<file path="config.mk">
export PLATFORM = sky130hd
export DESIGN_NAME = pick_place_stack_sequencer
export DESIGN_NICKNAME = d
export VERILOG_FILES = /design/src/pps_pkg.sv /design/src/pps_cfg_regs.sv /design/src/pps_stack.sv /design/src/pick_place_stack_sequencer.sv
export SDC_FILE = /design/constraint.sdc
export NUM_CORES = 1
export LEC_CHECK = 0
export ABC_AREA = 1
export BUFFER_PORTS_ARGS = -buffer_cell sky130_fd_sc_hd__buf_2
export CAP_MARGIN = 40
export CELL_PAD_IN_SITES_DETAIL_PLACEMENT = 2
export CELL_PAD_IN_SITES_GLOBAL_PLACEMENT = 2
export CORE_ASPECT_RATIO = 0.8
export CORE_MARGIN = 4
export CORE_UTILIZATION = 42
export DETAILED_ROUTE_END_ITERATION = 12
export HOLD_SLACK_MARGIN = 0.1
export PLACE_DENSITY = 0.85
export SYNTH_ARGS = -nofsm -noshare
export SYNTH_HDL_FRONTEND = slang
export SYNTH_SLANG_ARGS = --single-unit
</file>
<file path="constraint.sdc">
create_clock -name clk -period 15.5 [get_ports clk]
set_clock_uncertainty 0.05 [all_clocks]
set_input_delay 3.1 -clock clk [delete_from_list [all_inputs] [get_ports clk]]
set_output_delay 3.1 -clock clk [all_outputs]
set_load 0.05 [all_outputs]
</file>
<file path="src/pps_pkg.sv">
`timescale 1ns / 1ps
`default_nettype none
// ----------------------------------------------------------------------------
// pps_pkg
// Shared types and constants of the pick-and-place stack sequencer.
// ----------------------------------------------------------------------------
package pps_pkg;

	// Position stack depth and the widths that follow from it.
	localparam int DEPTH = 10;
	localparam int CNT_W = $clog2(DEPTH + 1);
	localparam int IDX_W = (DEPTH > 1) ? $clog2(DEPTH) : 1;

	localparam int COORD_W = 16;
	localparam int CFG_IDX_W = 3;

	// Command codes.
	typedef enum logic [1:0] {
		OP_PUSH  = 2'd0,
		OP_START = 2'd1,
		OP_TICK  = 2'd2,
		OP_CLEAR = 2'd3
	} pps_op_t;

	// Register indexes of the configuration port.
	localparam logic [CFG_IDX_W-1:0] REG_BLOCK_HEIGHT   = 3'd0;
	localparam logic [CFG_IDX_W-1:0] REG_TARGET_SURFACE = 3'd1;
	localparam logic [CFG_IDX_W-1:0] REG_GROUND_SURFACE = 3'd2;
	localparam logic [CFG_IDX_W-1:0] REG_HOME_X         = 3'd3;
	localparam logic [CFG_IDX_W-1:0] REG_HOME_Y         = 3'd4;
	localparam logic [CFG_IDX_W-1:0] REG_STACK_X        = 3'd5;
	localparam logic [CFG_IDX_W-1:0] REG_STACK_Y        = 3'd6;

	// Sequencer state code shown while no run is in progress.
	localparam logic [2:0] SEQ_IDLE_CODE = 3'd0;

	typedef struct packed {
		pps_op_t              opcode;
		logic [COORD_W-1:0]   block_x;
		logic [COORD_W-1:0]   block_y;
		logic                 arm_moving;
		logic [COORD_W-1:0]   lift_position;
	} pps_cmd_t;

	typedef struct packed {
		logic                 move_xy_valid;
		logic [COORD_W-1:0]   target_x;
		logic [COORD_W-1:0]   target_y;
		logic                 move_z_valid;
		logic [COORD_W-1:0]   target_z;
		logic                 valve_write;
		logic                 valve_on;
		logic [2:0]           fsm_state;
		logic                 run_active;
		logic [3:0]           stack_count;
		logic                 push_dropped;
	} pps_res_t;

	typedef struct packed {
		logic [COORD_W-1:0]   block_height;
		logic [COORD_W-1:0]   target_surface;
		logic [COORD_W-1:0]   ground_surface;
		logic [COORD_W-1:0]   home_x;
		logic [COORD_W-1:0]   home_y;
		logic [COORD_W-1:0]   stack_x;
		logic [COORD_W-1:0]   stack_y;
	} pps_cfg_t;

	// Stack operations requested by the sequencer.
	typedef struct packed {
		logic                 push;
		logic                 pop;
		logic                 clear;
		logic [COORD_W-1:0]   x;
		logic [COORD_W-1:0]   y;
	} pps_stk_ctl_t;

	// Stack status seen by the sequencer.
	typedef struct packed {
		logic [CNT_W-1:0]     count_next;
		logic                 full;
		logic                 empty;
		logic [COORD_W-1:0]   top_x;
		logic [COORD_W-1:0]   top_y;
	} pps_stk_sts_t;

endpackage
`default_nettype wire

</file>
<file path="src/pps_cfg_regs.sv">
`timescale 1ns / 1ps
`default_nettype none
// ----------------------------------------------------------------------------
// pps_cfg_regs
// Configuration register file: heights, surfaces and XY positions.
// ----------------------------------------------------------------------------
module pps_cfg_regs (
	input  wire                            clk,
	input  wire                            arst_n,
	input  wire                            wr_en,
	input  wire [pps_pkg::CFG_IDX_W-1:0]   wr_index,
	input  wire [pps_pkg::COORD_W-1:0]     wr_data,
	output pps_pkg::pps_cfg_t              cfg
);
	import pps_pkg::*;

	pps_cfg_t cfg_q;

	// Write the addressed register; unknown indexes are ignored.
	always_ff @(posedge clk or negedge arst_n) begin
		if (!arst_n) begin
			cfg_q <= '0;
		end else if (wr_en) begin
			unique case (wr_index)
				REG_BLOCK_HEIGHT:   cfg_q.block_height   <= wr_data;
				REG_TARGET_SURFACE: cfg_q.target_surface <= wr_data;
				REG_GROUND_SURFACE: cfg_q.ground_surface <= wr_data;
				REG_HOME_X:         cfg_q.home_x         <= wr_data;
				REG_HOME_Y:         cfg_q.home_y         <= wr_data;
				REG_STACK_X:        cfg_q.stack_x        <= wr_data;
				REG_STACK_Y:        cfg_q.stack_y        <= wr_data;
				default:            cfg_q                <= cfg_q;
			endcase
		end
	end

	assign cfg = cfg_q;

endmodule
`default_nettype wire

</file>
<file path="src/pps_stack.sv">
`timescale 1ns / 1ps
`default_nettype none
// ----------------------------------------------------------------------------
// pps_stack
// LIFO of block positions with a fill count; pushes past DEPTH are refused.
// ----------------------------------------------------------------------------
module pps_stack (
	input  wire                       clk,
	input  wire                       arst_n,
	input  pps_pkg::pps_stk_ctl_t     ctl,
	output pps_pkg::pps_stk_sts_t     sts
);
	import pps_pkg::*;

	logic [2*COORD_W-1:0] mem_q [DEPTH];
	logic [CNT_W-1:0]     count_q;
	logic [CNT_W-1:0]     count_next;
	logic [IDX_W-1:0]     top_idx;
	logic [IDX_W-1:0]     wr_idx;
	logic                 full;
	logic                 empty;
	logic [CNT_W-1:0]     count_dec;

	assign full      = (count_q == CNT_W'(DEPTH));
	assign empty     = (count_q == '0);
	assign count_dec = count_q - CNT_W'(1);
	assign top_idx   = empty ? '0 : count_dec[IDX_W-1:0];
	assign wr_idx    = full ? '0 : count_q[IDX_W-1:0];

	// Next fill count after the requested operation.
	always_comb begin
		count_next = count_q;
		if (ctl.clear) begin
			count_next = '0;
		end else if (ctl.push && !full) begin
			count_next = count_q + CNT_W'(1);
		end else if (ctl.pop && !empty) begin
			count_next = count_dec;
		end
	end

	always_ff @(posedge clk or negedge arst_n) begin
		if (!arst_n) begin
			count_q <= '0;
		end else begin
			count_q <= count_next;
		end
	end

	// Entry storage, written on an accepted push.
	always_ff @(posedge clk) begin
		if (ctl.push && !full && !ctl.clear) begin
			mem_q[wr_idx] <= {ctl.x, ctl.y};
		end
	end

	assign sts.count_next = count_next;
	assign sts.full       = full;
	assign sts.empty      = empty;
	assign sts.top_x      = mem_q[top_idx][2*COORD_W-1:COORD_W];
	assign sts.top_y      = mem_q[top_idx][COORD_W-1:0];

endmodule
`default_nettype wire

</file>
<file path="src/pick_place_stack_sequencer.sv">
`timescale 1ns / 1ps
`default_nettype none
// ----------------------------------------------------------------------------
// pick_place_stack_sequencer
// Position stack and seven-state pick-and-place sequencer issuing XY, Z and
// vacuum valve commands, one result per command.
// ----------------------------------------------------------------------------
//  channel  signals                              direction  purpose
//  cmd      cmd_valid / cmd_ready / cmd          in         push, start, tick, clear
//  res      res_valid / res_ready / res          out        one result per command
//  cfg      cfg_valid / cfg_ready / cfg_index,   in         register writes
//           cfg_data
//
// A command is registered on transfer and resolved into the result register
// once that register is free: one command per cycle while results are taken,
// with the multiplier blocks_done * block_height on the longest combinational path.
// Reset clears the stack count, the sequencer and the configuration registers.
// A stalled result holds the result register; the input register still takes
// one more command, then cmd_ready drops until the result is taken. cfg_ready is high.
// ----------------------------------------------------------------------------
module pick_place_stack_sequencer (
	input  wire                            clk,
	input  wire                            arst_n,
	input  wire                            cmd_valid,
	output logic                           cmd_ready,
	input  pps_pkg::pps_cmd_t              cmd,
	output logic                           res_valid,
	input  wire                            res_ready,
	output pps_pkg::pps_res_t              res,
	input  wire                            cfg_valid,
	output logic                           cfg_ready,
	input  wire [pps_pkg::CFG_IDX_W-1:0]   cfg_index,
	input  wire [pps_pkg::COORD_W-1:0]     cfg_data
);
	import pps_pkg::*;

	typedef enum logic [2:0] {
		S_IDLE     = SEQ_IDLE_CODE,
		S_NEXT     = 3'd1,
		S_PICK     = 3'd2,
		S_PICKED   = 3'd3,
		S_CENTER   = 3'd4,
		S_RELEASE  = 3'd5,
		S_RELEASED = 3'd6
	} seq_state_t;

	localparam int PROD_W = 8 + COORD_W;
	localparam int SUB_W  = PROD_W + 1;

	pps_cfg_t     cfg;
	pps_stk_ctl_t stk_ctl;
	pps_stk_sts_t stk_sts;

	pps_cmd_t     cmd_s1;
	logic         valid_s1;
	logic         advance;

	seq_state_t   state_q, state_next;
	logic         running_q, running_next;
	logic [7:0]   done_q, done_next;
	logic         res_valid_q;
	pps_res_t     res_q, res_next;

	logic [PROD_W-1:0]  done_prod;
	logic               z_ground;
	logic               z_use_done;
	logic               z_two;
	logic [COORD_W-1:0] z_surface;
	logic [SUB_W-1:0]   z_sub;
	logic [SUB_W-1:0]   z_diff;
	logic [COORD_W-1:0] z_value;
	logic               stepping;

	pps_cfg_regs u_cfg (
		.clk      (clk),
		.arst_n   (arst_n),
		.wr_en    (cfg_valid),
		.wr_index (cfg_index),
		.wr_data  (cfg_data),
		.cfg      (cfg)
	);

	pps_stack u_stack (
		.clk    (clk),
		.arst_n (arst_n),
		.ctl    (stk_ctl),
		.sts    (stk_sts)
	);

	assign cfg_ready = 1'b1;

	// Handshake: the input stage moves on whenever the result register is free.
	assign advance   = valid_s1 && (!res_valid_q || res_ready);
	assign cmd_ready = !valid_s1 || advance;

	always_ff @(posedge clk or negedge arst_n) begin
		if (!arst_n) begin
			valid_s1 <= 1'b0;
		end else if (cmd_ready) begin
			valid_s1 <= cmd_valid;
		end
	end

	always_ff @(posedge clk) begin
		if (cmd_valid && cmd_ready) begin
			cmd_s1 <= cmd;
		end
	end

	// Z target selection depends on the current state only.
	always_comb begin
		z_ground   = 1'b0;
		z_use_done = 1'b1;
		z_two      = 1'b1;
		unique case (state_q)
			S_NEXT: begin
				z_ground   = 1'b1;
				z_use_done = 1'b0;
			end
			S_PICK: begin
				z_ground   = 1'b1;
				z_use_done = 1'b0;
				z_two      = 1'b0;
			end
			S_RELEASE: begin
				z_two = 1'b0;
			end
			default: begin
				z_two = 1'b1;
			end
		endcase
	end

	// Surface minus a multiple of the block height, clamped at zero.
	assign done_prod = PROD_W'(done_q) * PROD_W'(cfg.block_height);
	assign z_surface = z_ground ? cfg.ground_surface : cfg.target_surface;
	assign z_sub     = (z_use_done ? SUB_W'(done_prod) : '0)
	                 + (z_two ? SUB_W'({cfg.block_height, 1'b0}) : SUB_W'(cfg.block_height));
	assign z_diff    = SUB_W'(z_surface) - z_sub;
	assign z_value   = (SUB_W'(z_surface) > z_sub) ? z_diff[COORD_W-1:0] : '0;

	assign stepping = advance && (cmd_s1.opcode == OP_TICK);

	// Stack requests for the command in the input stage.
	always_comb begin
		stk_ctl.push  = advance && (cmd_s1.opcode == OP_PUSH);
		stk_ctl.clear = advance && (cmd_s1.opcode == OP_CLEAR);
		stk_ctl.pop   = stepping && (state_q == S_NEXT) && !cmd_s1.arm_moving
		              && !stk_sts.empty;
		stk_ctl.x     = cmd_s1.block_x;
		stk_ctl.y     = cmd_s1.block_y;
	end

	// Sequencer step and result assembly.
	always_comb begin
		state_next   = state_q;
		running_next = running_q;
		done_next    = done_q;
		res_next     = '0;

		unique case (cmd_s1.opcode)
			OP_PUSH: begin
				res_next.push_dropped = stk_sts.full;
			end
			OP_START: begin
				done_next    = '0;
				running_next = 1'b1;
				state_next   = S_NEXT;
			end
			OP_CLEAR: begin
				state_next = state_q;
			end
			OP_TICK: begin
				unique case (state_q)
					S_IDLE: begin
						state_next = S_IDLE;
					end
					S_NEXT: begin
						if (!cmd_s1.arm_moving) begin
							res_next.move_xy_valid = 1'b1;
							if (!stk_sts.empty) begin
								res_next.target_x     = stk_sts.top_x;
								res_next.target_y     = stk_sts.top_y;
								res_next.move_z_valid = 1'b1;
								res_next.target_z     = z_value;
								state_next            = S_PICK;
							end else begin
								res_next.target_x = cfg.home_x;
								res_next.target_y = cfg.home_y;
								running_next      = 1'b0;
								state_next        = S_IDLE;
							end
						end
					end
					S_PICK: begin
						if (!cmd_s1.arm_moving) begin
							res_next.move_z_valid = 1'b1;
							res_next.target_z     = z_value;
							state_next            = S_PICKED;
						end
					end
					S_PICKED: begin
						if (!cmd_s1.arm_moving) begin
							res_next.valve_write  = 1'b1;
							res_next.valve_on     = 1'b1;
							res_next.move_z_valid = 1'b1;
							res_next.target_z     = z_value;
							state_next            = S_CENTER;
						end
					end
					S_CENTER: begin
						if (PROD_W'(cmd_s1.lift_position) > done_prod) begin
							res_next.move_xy_valid = 1'b1;
							res_next.target_x      = cfg.stack_x;
							res_next.target_y      = cfg.stack_y;
							state_next             = S_RELEASE;
						end
					end
					S_RELEASE: begin
						if (!cmd_s1.arm_moving) begin
							res_next.move_z_valid = 1'b1;
							res_next.target_z     = z_value;
							state_next            = S_RELEASED;
						end
					end
					S_RELEASED: begin
						if (!cmd_s1.arm_moving) begin
							res_next.valve_write  = 1'b1;
							res_next.move_z_valid = 1'b1;
							res_next.target_z     = z_value;
							state_next            = S_NEXT;
							done_next             = done_q + 8'd1;
						end
					end
					default: begin
						state_next = S_IDLE;
					end
				endcase
			end
			default: begin
				state_next = state_q;
			end
		endcase

		res_next.fsm_state   = state_next;
		res_next.run_active  = running_next;
		res_next.stack_count = 4'(stk_sts.count_next);
	end

	// Sequencer state and result register.
	always_ff @(posedge clk or negedge arst_n) begin
		if (!arst_n) begin
			state_q     <= S_IDLE;
			running_q   <= 1'b0;
			done_q      <= '0;
			res_valid_q <= 1'b0;
		end else begin
			if (advance) begin
				state_q   <= state_next;
				running_q <= running_next;
				done_q    <= done_next;
			end
			if (advance) begin
				res_valid_q <= 1'b1;
			end else if (res_ready) begin
				res_valid_q <= 1'b0;
			end
		end
	end

	always_ff @(posedge clk) begin
		if (advance) begin
			res_q <= res_next;
		end
	end

	assign res_valid = res_valid_q;
	assign res       = res_q;

endmodule
`default_nettype wire

</file>
Word-level counts from Yosys, hierarchy flattened
Memory sizes are Yosys's and may differ from the RTL's.
Index checks and enable logic that the tools add are counted.
- register bits: 242
- latch bits: 0
- memory bits (writable): 320
- memory bits (read-only): 0
- input port bits: 75
- output and inout bits: 64
- memories: 1
- add/sub/neg operators: 5
- multiply operators: 1
- divide/modulo/power cells: 0
- order comparisons: 2
- equal/unequal tests: 18
- shifts and indexed selects: 0
- multiplexer cells: 40
- bitwise gates (word level): 0
- reduce and logical (&&, ||, !) cells: 35
- memory list (name ; words ; bits a word ; rd ports ; clocked after memory_dff ; wr ports ; RTL line ; text):
    u_stack.mem_q ; 10 ; 32 ; 1 ; 0 ; 1 ; pps_stack.sv:15 ; logic [2*COORD_W-1:0] mem_q [DEPTH];
- operators by type and width (cell ; count):
    $pmux 17 s4 ; 1
    $pmux 33 s2 ; 1
    $mux 17 ; 3
    $mux 50 ; 1
    $mux 33 ; 1
    $mux 16 ; 2
    $mux 32 ; 1
    $add 24x17->25 ; 1
    $gt 16x25->1 ; 1
    $gt 16x24->1 ; 1
    $mul 8x16->24 ; 1
    $mux 24 ; 1
    $mux 4 ; 5
    $mux 19 ; 1
    $eq 3x3->1 const B ; 6
    $mux 18 ; 1
    $mux 3 ; 6
    $pmux 3 s6 ; 1
    $mux 8 ; 2
    $pmux 8 s2 ; 1
    $reduce_and 2->1 ; 8
    $sub 16x16->16 ; 1
    $eq 3x2->1 const B ; 4
    $logic_and 1x1->1 ; 11
    other kinds (21) ; 39

Logic depth before layout (Yosys ltp)
Gate-level depths: netlist (run 1).
- depth after elaboration: 11
- mapped depth: 40

By module
From an unflattened synthesis (run 1), not the netlist that was laid out.
- cells, all modules: 3424
- area total of the unflattened synthesis: 31073.6 um^2
- modules (own cells, without submodules) (module ; times used ; cells each ; area an instance (um^2)):
    pps_stack ; 1 ; 1304 ; 14197.4
    pick_place_stack_sequencer ; 1 ; 1626 ; 12509.5
    pps_cfg_regs ; 1 ; 494 ; 4366.7

Worst setup path after synthesis (run 1)
Ideal clock, no wire load.
- path type: input -> register
- start point: in res_ready
- end point: mem u_stack.mem_q[2][0] (netlist name) (enable)
- setup time: 0.501 ns
- arrival: 8.050 ns
- slack: 6.899 ns
- stages on the path: 8
- path buffers: 0
- path through: inv_1 -> nand2_1 -> nand2_1 -> clkinv_1 -> nand3_1 -> inv_1 -> nand2_1 -> nor4_1
- cells in the longest elaborated chain, start to end: 7
- RTL lines (what ; RTL line ; text):
    start, declared ; pick_place_stack_sequencer.sv:28 ; input wire res_ready,
    $logic_or 1x1->1 * ; pick_place_stack_sequencer.sv:93 ; assign advance = valid_s1 && (!res_valid_q || res_ready);
    $logic_and 1x1->1 * ; pick_place_stack_sequencer.sv:93 ;
    named net advance ; pick_place_stack_sequencer.sv:56 ; logic advance;
    $logic_and 1x1->1 (on tied branches) ; pick_place_stack_sequencer.sv:146, pick_place_stack_sequencer.sv:147 ;
    $logic_and 1x1->1 / $logic_not 1->1 (equally long branches) ; pps_stack.sv:52 ; if (ctl.push && !full && !ctl.clear) begin
    $logic_and 1x1->1 * ; pps_stack.sv:52 ;
    $mux 1 * ; pps_stack.sv:52 ;
    $mux 1 (implied by the code) * ; pps_stack.sv:53 ; mem_q[wr_idx] <= {ctl.x, ctl.y};
    end, declared ; pps_stack.sv:15 ;
The timed path passes the listed nets; every way through them passes the cells marked *.

Final worst setup path (run 1)
- start point: reg done_q[2]
- end point: reg res_q (netlist bit res[12]), data pin
- cells in the longest elaborated chain, start to end: 8
- RTL lines (what ; RTL line ; text):
    start, declared ; pick_place_stack_sequencer.sv:60 ; logic [7:0] done_q, done_next;
    start signal, assigned ; pick_place_stack_sequencer.sv:261 ; done_q <= done_next;
    $mul 8x16->24 * ; pick_place_stack_sequencer.sv:135 ; assign done_prod = PROD_W'(done_q) * PROD_W'(cfg.block_height);
    $mux 24 * ; pick_place_stack_sequencer.sv:137 ; assign z_sub = (z_use_done ? SUB_W'(done_prod) : '0)
    $add 24x17->25 * ; pick_place_stack_sequencer.sv:138 ; + (z_two ? SUB_W'({cfg.block_height, 1'b0}) : SUB_W'(cfg.block_height));
    $gt 16x25->1 * ; pick_place_stack_sequencer.sv:140 ; assign z_value = (SUB_W'(z_surface) > z_sub) ? z_diff[COORD_W-1:0] : '0;
    $mux 16 * ; pick_place_stack_sequencer.sv:140 ;
    $mux 17 ; pick_place_stack_sequencer.sv:181 ; if (!stk_sts.empty) begin
    $mux 50 ; pick_place_stack_sequencer.sv:179 ; if (!cmd_s1.arm_moving) begin
    $pmux 17 s4 * ; pick_place_stack_sequencer.sv:174 ; unique case (state_q)
    end signal, assigned ; pick_place_stack_sequencer.sv:273 ; res_q <= res_next;
    end, declared ; pick_place_stack_sequencer.sv:62 ; pps_res_t res_q, res_next;
Every way passes the cells marked *; elsewhere a longest branch is shown, timed or not.
A chain may end at the register's enable or synchronous reset.

==> results of run 1 <==
==> per-layer routing <==
layer,wire [um],up-vias,track usage
li1,-,10310,-
met1,47170,12640,0.3996
met2,58010,1143,0.5405
met3,9458,340,0.06617
met4,5862,10,0.1409
met5,65,-,0
==> sequential cells by signal, indices dropped and copies added (netlist names) <==
name / count
running_q: 1
u_cfg.cfg: 112
cmd_s1: 51
res: 61
u_stack.mem_q: 320
state_q: 3
valid_s1: 1
res_valid: 1
done_q: 8
u_stack.count_q: 4
==> how the worst max path moves through the flow <==
stage / from / to
6_report: done_q[2] / res[12]
5_1_grt: done_q[2] / res[12]
4_1_cts: done_q[2] / res[12]
3_5_place_dp: done_q[2] / res[12]
3_3_place_gp: done_q[2] / res[12]
2_1_floorplan: res_ready / u_stack.mem_q[2][0]
==> where the power goes <==
| part | total [mW] | leakage [nW] | internal, mW | switching (mW) |
|---|---|---|---|---|
| Sequential | 1.92 | 5.63 | 1.76 | 0.163 |
| Clock | 1.60 | 1.04 | 0.924 | 0.680 |
| Combinational | 2.80 | 8.11 | 0.736 | 2.06 |
| Total | 6.32 | 14.8 | 3.42 | 2.90 |
==> Yosys cell counts (2+ instances only) <==
master    count  share of area
nand2_1     849           0.11
edfxtp_1    432           0.44
inv_1       344          0.044
nand3_1     322          0.055
o21ai_0     177          0.030
nor2_1      153          0.019
dfrtp_1     130           0.11
clkbuf_1    108          0.014
ha_1        104          0.044
fa_1         86          0.058
a21oi_1      85          0.014
a31oi_1      25         0.0053
nor3_1       25         0.0042
buf_2        18         0.0031
xor2_1       18         0.0053
nand4_1      17         0.0036
buf_1        13         0.0017
nor3_2       13         0.0044
xnor2_1      13         0.0039
a32oi_1      12         0.0036
inv_2        12         0.0015
nor2_2       11         0.0023
or2_2        11         0.0023
nand2_2       6         0.0013
nand3_2       6         0.0020
a21o_1        5         0.0013
nand3b_1      5         0.0013
nor4_1        5         0.0011
a21boi_0      4         0.0010
buf_4         3        0.00076
o211a_1       3         0.0010
o21ai_1       3        0.00051
a221oi_1      2        0.00059
and2_1        2        0.00042
and3_1        2        0.00042
buf_6         2        0.00076
clkinv_1      2        0.00025
nand3_4       2         0.0012
nor2_4        2        0.00076
o211ai_1      2        0.00051
o21a_1        2        0.00051
o41ai_1       2        0.00059
==> per-stage QoR <==
stage	worst slack (ps)	utilization	area (um2)	std cells	hold slack (ps)
2_1_floorplan	6899	-	29470	3052	401.2
3_3_place_gp	8145	0.4484	31020	3998	416.3
3_5_place_dp	7733	0.4528	31330	4013	430.8
4_1_cts	7731	0.4837	33460	4122	451.9
5_1_grt	7095	0.4837	33460	4122	484.0
6_report	7615	0.4838	33470	4125	455.2
==> worst register-to-register path: cells and delay by family (launching register included) <==
kind	cells	cell delay (ps)
simple gates	12	1920
flops	1	830
fa+ha+maj	7	3250
compound gates	4	810
xor+xnor	2	680
buf+inv	4	230
==> cell type report <==
type,count,area share
flip-flops and latches,562,0.4847
multi-input cells,1988,0.3402
clock buffers,70,0.04650
inverters,358,0.04015
repair buffers,181,0.03630
well taps,924,0.03454
clock inverters,39,0.01734
diodes,3,0.0002243
==> cell families after synthesis <==
logic type / synth area share
flip-flops: 0.5506
AND/OR/NAND/NOR: 0.2098
AO/OA/AOI/OAI: 0.06118
multiplexers: 0.0003397
buffers and inverters: 0.06560
adder cells (fa/ha/maj): 0.1026
other: 0.0001273
XOR/XNOR: 0.009765
==> summary.txt, run 1 <==
crit path kind: reg2reg
routed wire length: 120,600 um
YS warnings: 0
Async SR Flop Fraction: 0.2313
Clock Pin Slew Worst Setup and Hold Paths: 70 ps
crit-path max cell delay: 830 ps
R2R Path End: res[12]
Peak VDD IR: 0.1322 mV
Crit Path Max Fanout: 19
Fill cells: 7,171
core footprint: 69,190 um2
Avg Inst Size Synth: 9.656 um2
FF/Latch Area: 16,230 um2
reg2reg path depth: 29
Post-CTS Hold Buffers: 0
drt initial violations: 2,063
Pleak: 14.78 nW
Rows: 86
WHS Path Cells: 2
# port buffers: 137
Die W: 304.2 um
H-tree depth: 2
initial core utilization: 0.4259
max_cap viols: 0
Critical Path Source Type: flop
DR pass1 iterations: 6
Critical Path RT: 15,930 ps
cts bufs inserted: 58
layout cell share with drive strength beyond 1: 0.1144
clk sink count: 562
area of the die: 74,490 um2
first-pass GRT wire length: 179,200 um
hold crit path type: reg2reg
# setup viols final: 0
RSZ-0062 raised after global routing: false
Worst R2R Setup Slack: 7610 ps
post-cts sizing count: 0
Fin. Hold Viols: 0
Worst Path Arrival: 8320 ps
Main synth FF type: edfxtp_1
Area Overhead vs Synth: 13.58%
hold path startpoint: u_cfg.cfg[41]
Pins Over Slew Limit: 0
synthesized cell area: 29,470 um2
multi-input logic area: 11,390 um2
most common cell after layout, fill and taps aside: nand2_1
post-layout min period: 7885 ps
number of I/O pins: 139
Clock Latency Late Sink: 680 ps
Post-Syn Nets: 3,317
total power: 6.319 mW
Yosys cell types: 56
crit path capture type: flop
vias in the first global route: 27,320
total track usage: 0.3198
Post-CTS Setup Bufs: 0
clk root buf: clkbuf_16
Die Y: 244.9 um
CP Depth: 29
largest net degree at the start of global routing: 65
crit path max-delay cell type: dfrtp_1
total grt overflow: 0
Hold Crit Endpoint: u_cfg.cfg[41]
Fin Setup TNS: 0 ps
Worst-Margin Slew: 956.0 ps
TritonCTS clock tree: built
CTS max path bufs: 3
Post-synth EDFFs: 432
Placer Congestion: 0.8819
Fmax achieved: 126.8 MHz
Yosys reg bits: 562
final period utilization: 0.5087
post-synthesis sequential area ratio: 0.5506
Via-to-Cell Ratio: 5.925
status: finished clean
Final #Nets: 3,414
post-detailed-route count of antenna-violating nets: 0
pwr/cell area: 188.8 nW/um2
DP HPWL: 75,120 um
via count: 24,440
initial antenna violation count: 11
delay-heaviest family, CP: adder cells
critical path's most frequent cell: nand2_1
CP Buf/Inv Count: 4
Synth Instances: 3,052
commonest non-fill, non-tap cells in the layout: nand2_1, edfxtp_1, inv_1, nand3_1, o21ai_0
Residual DRC: 0
reg2reg start: done_q[2]
DR WL/cell: 29.23 um
Rel. slew slack: 0.3626
(Power assumes the default switching activity.)
==> run 2: changes to the inputs <==
--- a/config.mk
+++ b/config.mk
@@ -12,10 +12,10 @@
 export CELL_PAD_IN_SITES_GLOBAL_PLACEMENT = 2
 export CORE_ASPECT_RATIO = 0.8
 export CORE_MARGIN = 4
-export CORE_UTILIZATION = 42
+export CORE_UTILIZATION = 40
 export DETAILED_ROUTE_END_ITERATION = 12
 export HOLD_SLACK_MARGIN = 0.1
-export PLACE_DENSITY = 0.85
+export PLACE_DENSITY = 0.82
 export SYNTH_ARGS = -nofsm -noshare
 export SYNTH_HDL_FRONTEND = slang
 export SYNTH_SLANG_ARGS = --single-unit
==> constraint.sdc (replaced) <==
create_clock -name clk -period 7.7 [get_ports clk]
set_clock_uncertainty 0.05 [all_clocks]
set_input_delay 1.54 -clock clk [delete_from_list [all_inputs] [get_ports clk]]
set_output_delay 1.54 -clock clk [all_outputs]
set_load 0.05 [all_outputs]
==> summary.txt, run 2 (synthesized netlist as in run 1, its figures left out) <==
DR WL/cell: 26.48 um
Die Y: 250.8 um
crit path kind: reg2reg
max FFs per register: 320
most common cell after layout, fill and taps aside: nand2_1
Post-CTS Hold Buffers: 0
Worst R2R Setup Slack: 410 ps
Highest Signal Layer: met4
CTS max path bufs: 3
area of the die: 78,110 um2
H-tree depth: 2
Rows: 88
Fill cells: 7,610
Via-to-Cell Ratio: 5.665
Final #Nets: 3,431
Net Sw Frac: 0.4557
Worst Path Arrival: 7730 ps
Peak VDD IR: 0.2616 mV
reg2reg start: u_cfg.cfg[101]
first-pass GRT wire length: 165,100 um
commonest non-fill, non-tap cells in the layout: nand2_1, edfxtp_1, inv_1, nand3_1, o21ai_0
Clock Pin Slew Worst Setup and Hold Paths: 70 ps
worst hold margin: 437.2 ps
crit path max-delay cell type: dfrtp_1
Clock Latency Late Sink: 650 ps
Crit Path Max Fanout: 12
number of I/O pins: 139
Pleak: 14.70 nW
WL met3: 6863 um
layout cell share with drive strength beyond 1: 0.1223
largest net degree at the start of global routing: 68
# port buffers: 137
hold path startpoint: u_cfg.cfg[64]
post-layout min period: 7295 ps
Gate power share: 0.456
Int Pwr: 6.579 mW
DP HPWL: 74,500 um
Largest Register: u_stack.mem_q
Seq pwr share: 0.316
total power: 12.09 mW
total track usage: 0.2771
drt initial violations: 2,153
Critical Path RT: 8140 ps
final period utilization: 0.9473
Residual DRC: 0
dpl cells: 4,046
max_cap viols: 0
Area Overhead vs Synth: 13.34%
NetSw: 5.509 mW
core footprint: 72,560 um2
fin util: 0.4603
initial core utilization: 0.4061
Worst-Margin Slew: 924.9 ps
routed wire length: 110,200 um
wl on met1: 47,440 um
met2 wire len: 51,680 um
hold crit path type: reg2reg
Die W: 311.5 um
clk sink count: 562
critical path's most frequent cell: nand2_1
Fmax achieved: 137.1 MHz
DR pass1 iterations: 5
post-detailed-route count of antenna-violating nets: 0
status: finished clean
Rel. slew slack: 0.3790
Placer Congestion: 0.8667
initial antenna violation count: 3
crit-path max cell delay: 550 ps
total grt overflow: 0
critical path startpoint: u_cfg.cfg[101]
Fin Setup TNS: 0 ps
pwr/cell area: 361.9 nW/um2
clock group share of total power: 0.228
vias in the first global route: 26,360
final cell count without fillers: 4,160
crit path capture type: flop
cts bufs inserted: 57
Critical Path Source Type: flop
TritonCTS clock tree: built
Fin. Hold Viols: 0
via count: 23,570
Pins Over Slew Limit: 0
clk root buf: clkbuf_16
# setup viols final: 0
run 2: power by group through the flow:
stage	registers, mW	logic, mW	clock network, mW
after floorplan	3.86	3.32	0
after global placement	3.82	4.86	0
after detailed placement	3.86	5.24	0
after CTS	3.81	5.37	2.80
after global routing	3.84	6.03	2.93
final	3.82	5.52	2.76
run 2: area by class of cell:
type | count | area, um2 | share of cell area
antenna | 2 | 5.005 | 0.0001498
tap | 945 | 1182 | 0.03540
clock buffer | 78 | 1567 | 0.04690
timing repair buffer | 199 | 1325 | 0.03967
multi-input combinational | 1988 | 11500 | 0.3444
clock inverter | 28 | 235.2 | 0.007042
inverter | 358 | 1346 | 0.04031
sequential | 562 | 16240 | 0.4861
run 2: critical path: cells and delay by family (launching register included):
family / cells / cell delay (ps)
adders and majority gates: 7 / 3070
xor gates and xnor gates: 2 / 670
and+or+nand+nor: 14 / 1780
AOI/OAI and AO/OA: 2 / 470
DFF: 1 / 550
buffers and inverters: 6 / 510
run 2: repair_timing:
item / CTS / global route
resized for setup: 0 / 28
setup buffers: 0 / 4
setup endpoints to repair: 0 / 17
run 2: path summary, 6_finish.rpt:
kind | end | cells after the start
worst min register to register | u_cfg.cfg[64] | 2
min in group asynchronous | u_stack.count_q[0] | 1
worst max-delay path | res[24] | 31
worst min-delay path | u_cfg.cfg[64] | 2
max in group asynchronous | u_cfg.cfg[74] | 3
worst max register to register | res[24] | 31
run 2: metrics by stage:
step	area, um2	setup WS [ps]
after floorplan	29470	658.9
after global placement	31180	463.1
after detailed placement	31380	190.4
after CTS	33180	145.2
after global routing	33400	-11.05
final	33400	405.5
run 2: per-layer routing:
layer | track usage | up-vias
li1 | - | 10340
met2 | 0.4547 | 773
met1 | 0.3730 | 12240
met4 | 0.1041 | 0
met5 | 0 | -
met3 | 0.04484 | 220
==> run 3: changes to the inputs <==
==> constraint.sdc (replaced) <==
create_clock -name clk -period 7.7 [get_ports clk]
set_clock_uncertainty 0.05 [all_clocks]
set_input_delay 0.385 -clock clk [delete_from_list [all_inputs] [get_ports clk]]
set_output_delay 0.385 -clock clk [all_outputs]
set_load 0.05 [all_outputs]
==> summary.txt, run 3 (synthesized netlist as in run 1, its figures left out) <==
DP HPWL: 74,500 um
fin util: 0.4680
crit-path max cell delay: 890 ps
Gate power share: 0.458
Clock Latency Late Sink: 650 ps
number of I/O pins: 139
final period utilization: 0.9507
max FFs per register: 320
Pleak: 14.92 nW
post-detailed-route count of antenna-violating nets: 0
initial core utilization: 0.4061
Fmax achieved: 136.6 MHz
post-layout min period: 7320 ps
clk root buf: clkbuf_16
Hold Crit Endpoint: u_cfg.cfg[55]
Worst Path Arrival: 7750 ps
largest net degree at the start of global routing: 68
DR WL/cell: 26.56 um
Critical Path Source Type: flop
area of the die: 78,110 um2
Critical Path RT: 8130 ps
Via-to-Cell Ratio: 5.668
CTS max path bufs: 3
# port buffers: 137
Crit Path Max Fanout: 19
Area Overhead vs Synth: 15.22%
Clock Pin Slew Worst Setup and Hold Paths: 70 ps
hold crit path type: in2reg
WHS Path Cells: 3
fin area: 33,960 um2
max_cap viols: 0
H-tree depth: 2
crit path kind: reg2reg
Worst R2R Setup Slack: 380 ps
reg2reg start: done_q[1]
pwr/cell area: 357.3 nW/um2
Die Y: 250.8 um
status: finished clean
Fin. Hold Viols: 0
clock group share of total power: 0.227
Residual DRC: 0
Pins Over Slew Limit: 0
Seq pwr share: 0.315
hold path startpoint: cfg_data[7]
Worst-Margin Slew: 910.9 ps
crit path capture type: flop
# setup viols final: 0
Net Sw Frac: 0.4564
critical path's most frequent cell: nand2_1
dpl cells: 4,046
DR pass1 iterations: 5
core footprint: 72,560 um2
NetSw: 5.537 mW
first-pass GRT wire length: 167,700 um
cts bufs inserted: 57
Peak VDD IR: 0.2601 mV
reg2reg path depth: 29
via count: 23,880
commonest non-fill, non-tap cells in the layout: nand2_1, edfxtp_1, inv_1, nand3_1, o21ai_0
Final #Nets: 3,485
total power: 12.13 mW
routed wire length: 111,900 um
drt initial violations: 2,223
final cell count without fillers: 4,213
TritonCTS clock tree: built
initial antenna violation count: 2
Rel. slew slack: 0.3884
vias in the first global route: 26,630
Int Pwr: 6.595 mW
Die W: 311.5 um
Rows: 88
Largest Register: u_stack.mem_q
Placer Congestion: 0.8667
R2R Path End: res[24]
Placement Cell Area: 31,380 um2
total track usage: 0.2811
clk sink count: 562
layout cell share with drive strength beyond 1: 0.1203
total grt overflow: 0
most common cell after layout, fill and taps aside: nand2_1
crit path max-delay cell type: dfrtp_1
-- run 3: cell types whose count changed in the layout (fill, tap and decap cells not counted), sizes merged --
cell / change
dlygate4sd3: +55
buf: -1
diode: -1
-- run 3: how the worst max path moves through the flow --
| stage | from | endpoint | depth (start not counted) |
|---|---|---|---|
| floorplan | done_q[2] | res[20] | 35 |
| global placement | u_cfg.cfg[100] | res[26] | 29 |
| detailed placement | u_cfg.cfg[100] | res[26] | 28 |
| CTS | u_cfg.cfg[100] | res[26] | 28 |
| global route | done_q[2] | res[15] | 34 |
| finish | done_q[1] | res[24] | 29 |
-- run 3: power by group through the flow --
| stage | clock network [mW] | logic, mW | registers [mW] |
|---|---|---|---|
| 2_1_floorplan | 0 | 3.32 | 3.86 |
| 3_3_place_gp | 0 | 4.86 | 3.82 |
| 3_5_place_dp | 0 | 5.24 | 3.86 |
| 4_1_cts | 2.80 | 5.39 | 3.81 |
| 5_1_grt | 2.93 | 6.07 | 3.84 |
| 6_report | 2.76 | 5.56 | 3.82 |
-- run 3: final cells by class --
type	instances	area, um2
fill	7539	38600
sequential	562	16240
multi-input combinational	1988	11520
timing repair buffer	253	1868
clock buffer	78	1567
inverter	358	1346
tap	945	1182
clock inverter	28	235.2
antenna	1	2.502
-- run 3: metal layers --
layer	wire length [um]	global-route usage
met1	48290	0.3777
met2	52990	0.4648
met3	6458	0.04352
met4	4174	0.1033
met5	0	0
-- run 3: metrics by stage --
stage,TNS [ps],hold WS [ps],setup slack [ps]
finish,0,164.4,379.8
global route,-186.8,188.0,-49.68
floorplan,0,39.41,1166
global placement,0,323.0,463.1
CTS,0,123.6,145.2
detailed placement,0,332.2,190.4
-- run 3: critical path: cells and delay by family, from the launching register on --
family | cells | cell delay [ps]
flip-flops | 1 | 890
AND/OR/NAND/NOR | 13 | 1580
adder cells (fa/ha/maj) | 7 | 2590
AO/OA/AOI/OAI | 3 | 670
XOR/XNOR | 2 | 960
buffers and inverters | 4 | 420
-- run 3: what timing repair did --
| action | in CTS | in global routing |
|---|---|---|
| hold endpoints to repair | 102 | 0 |
| setup buffers | 0 | 3 |
| resized for setup | 0 | 30 |
| endpoints found under the setup margin | 0 | 18 |
| hold buffers | 55 | 0 |
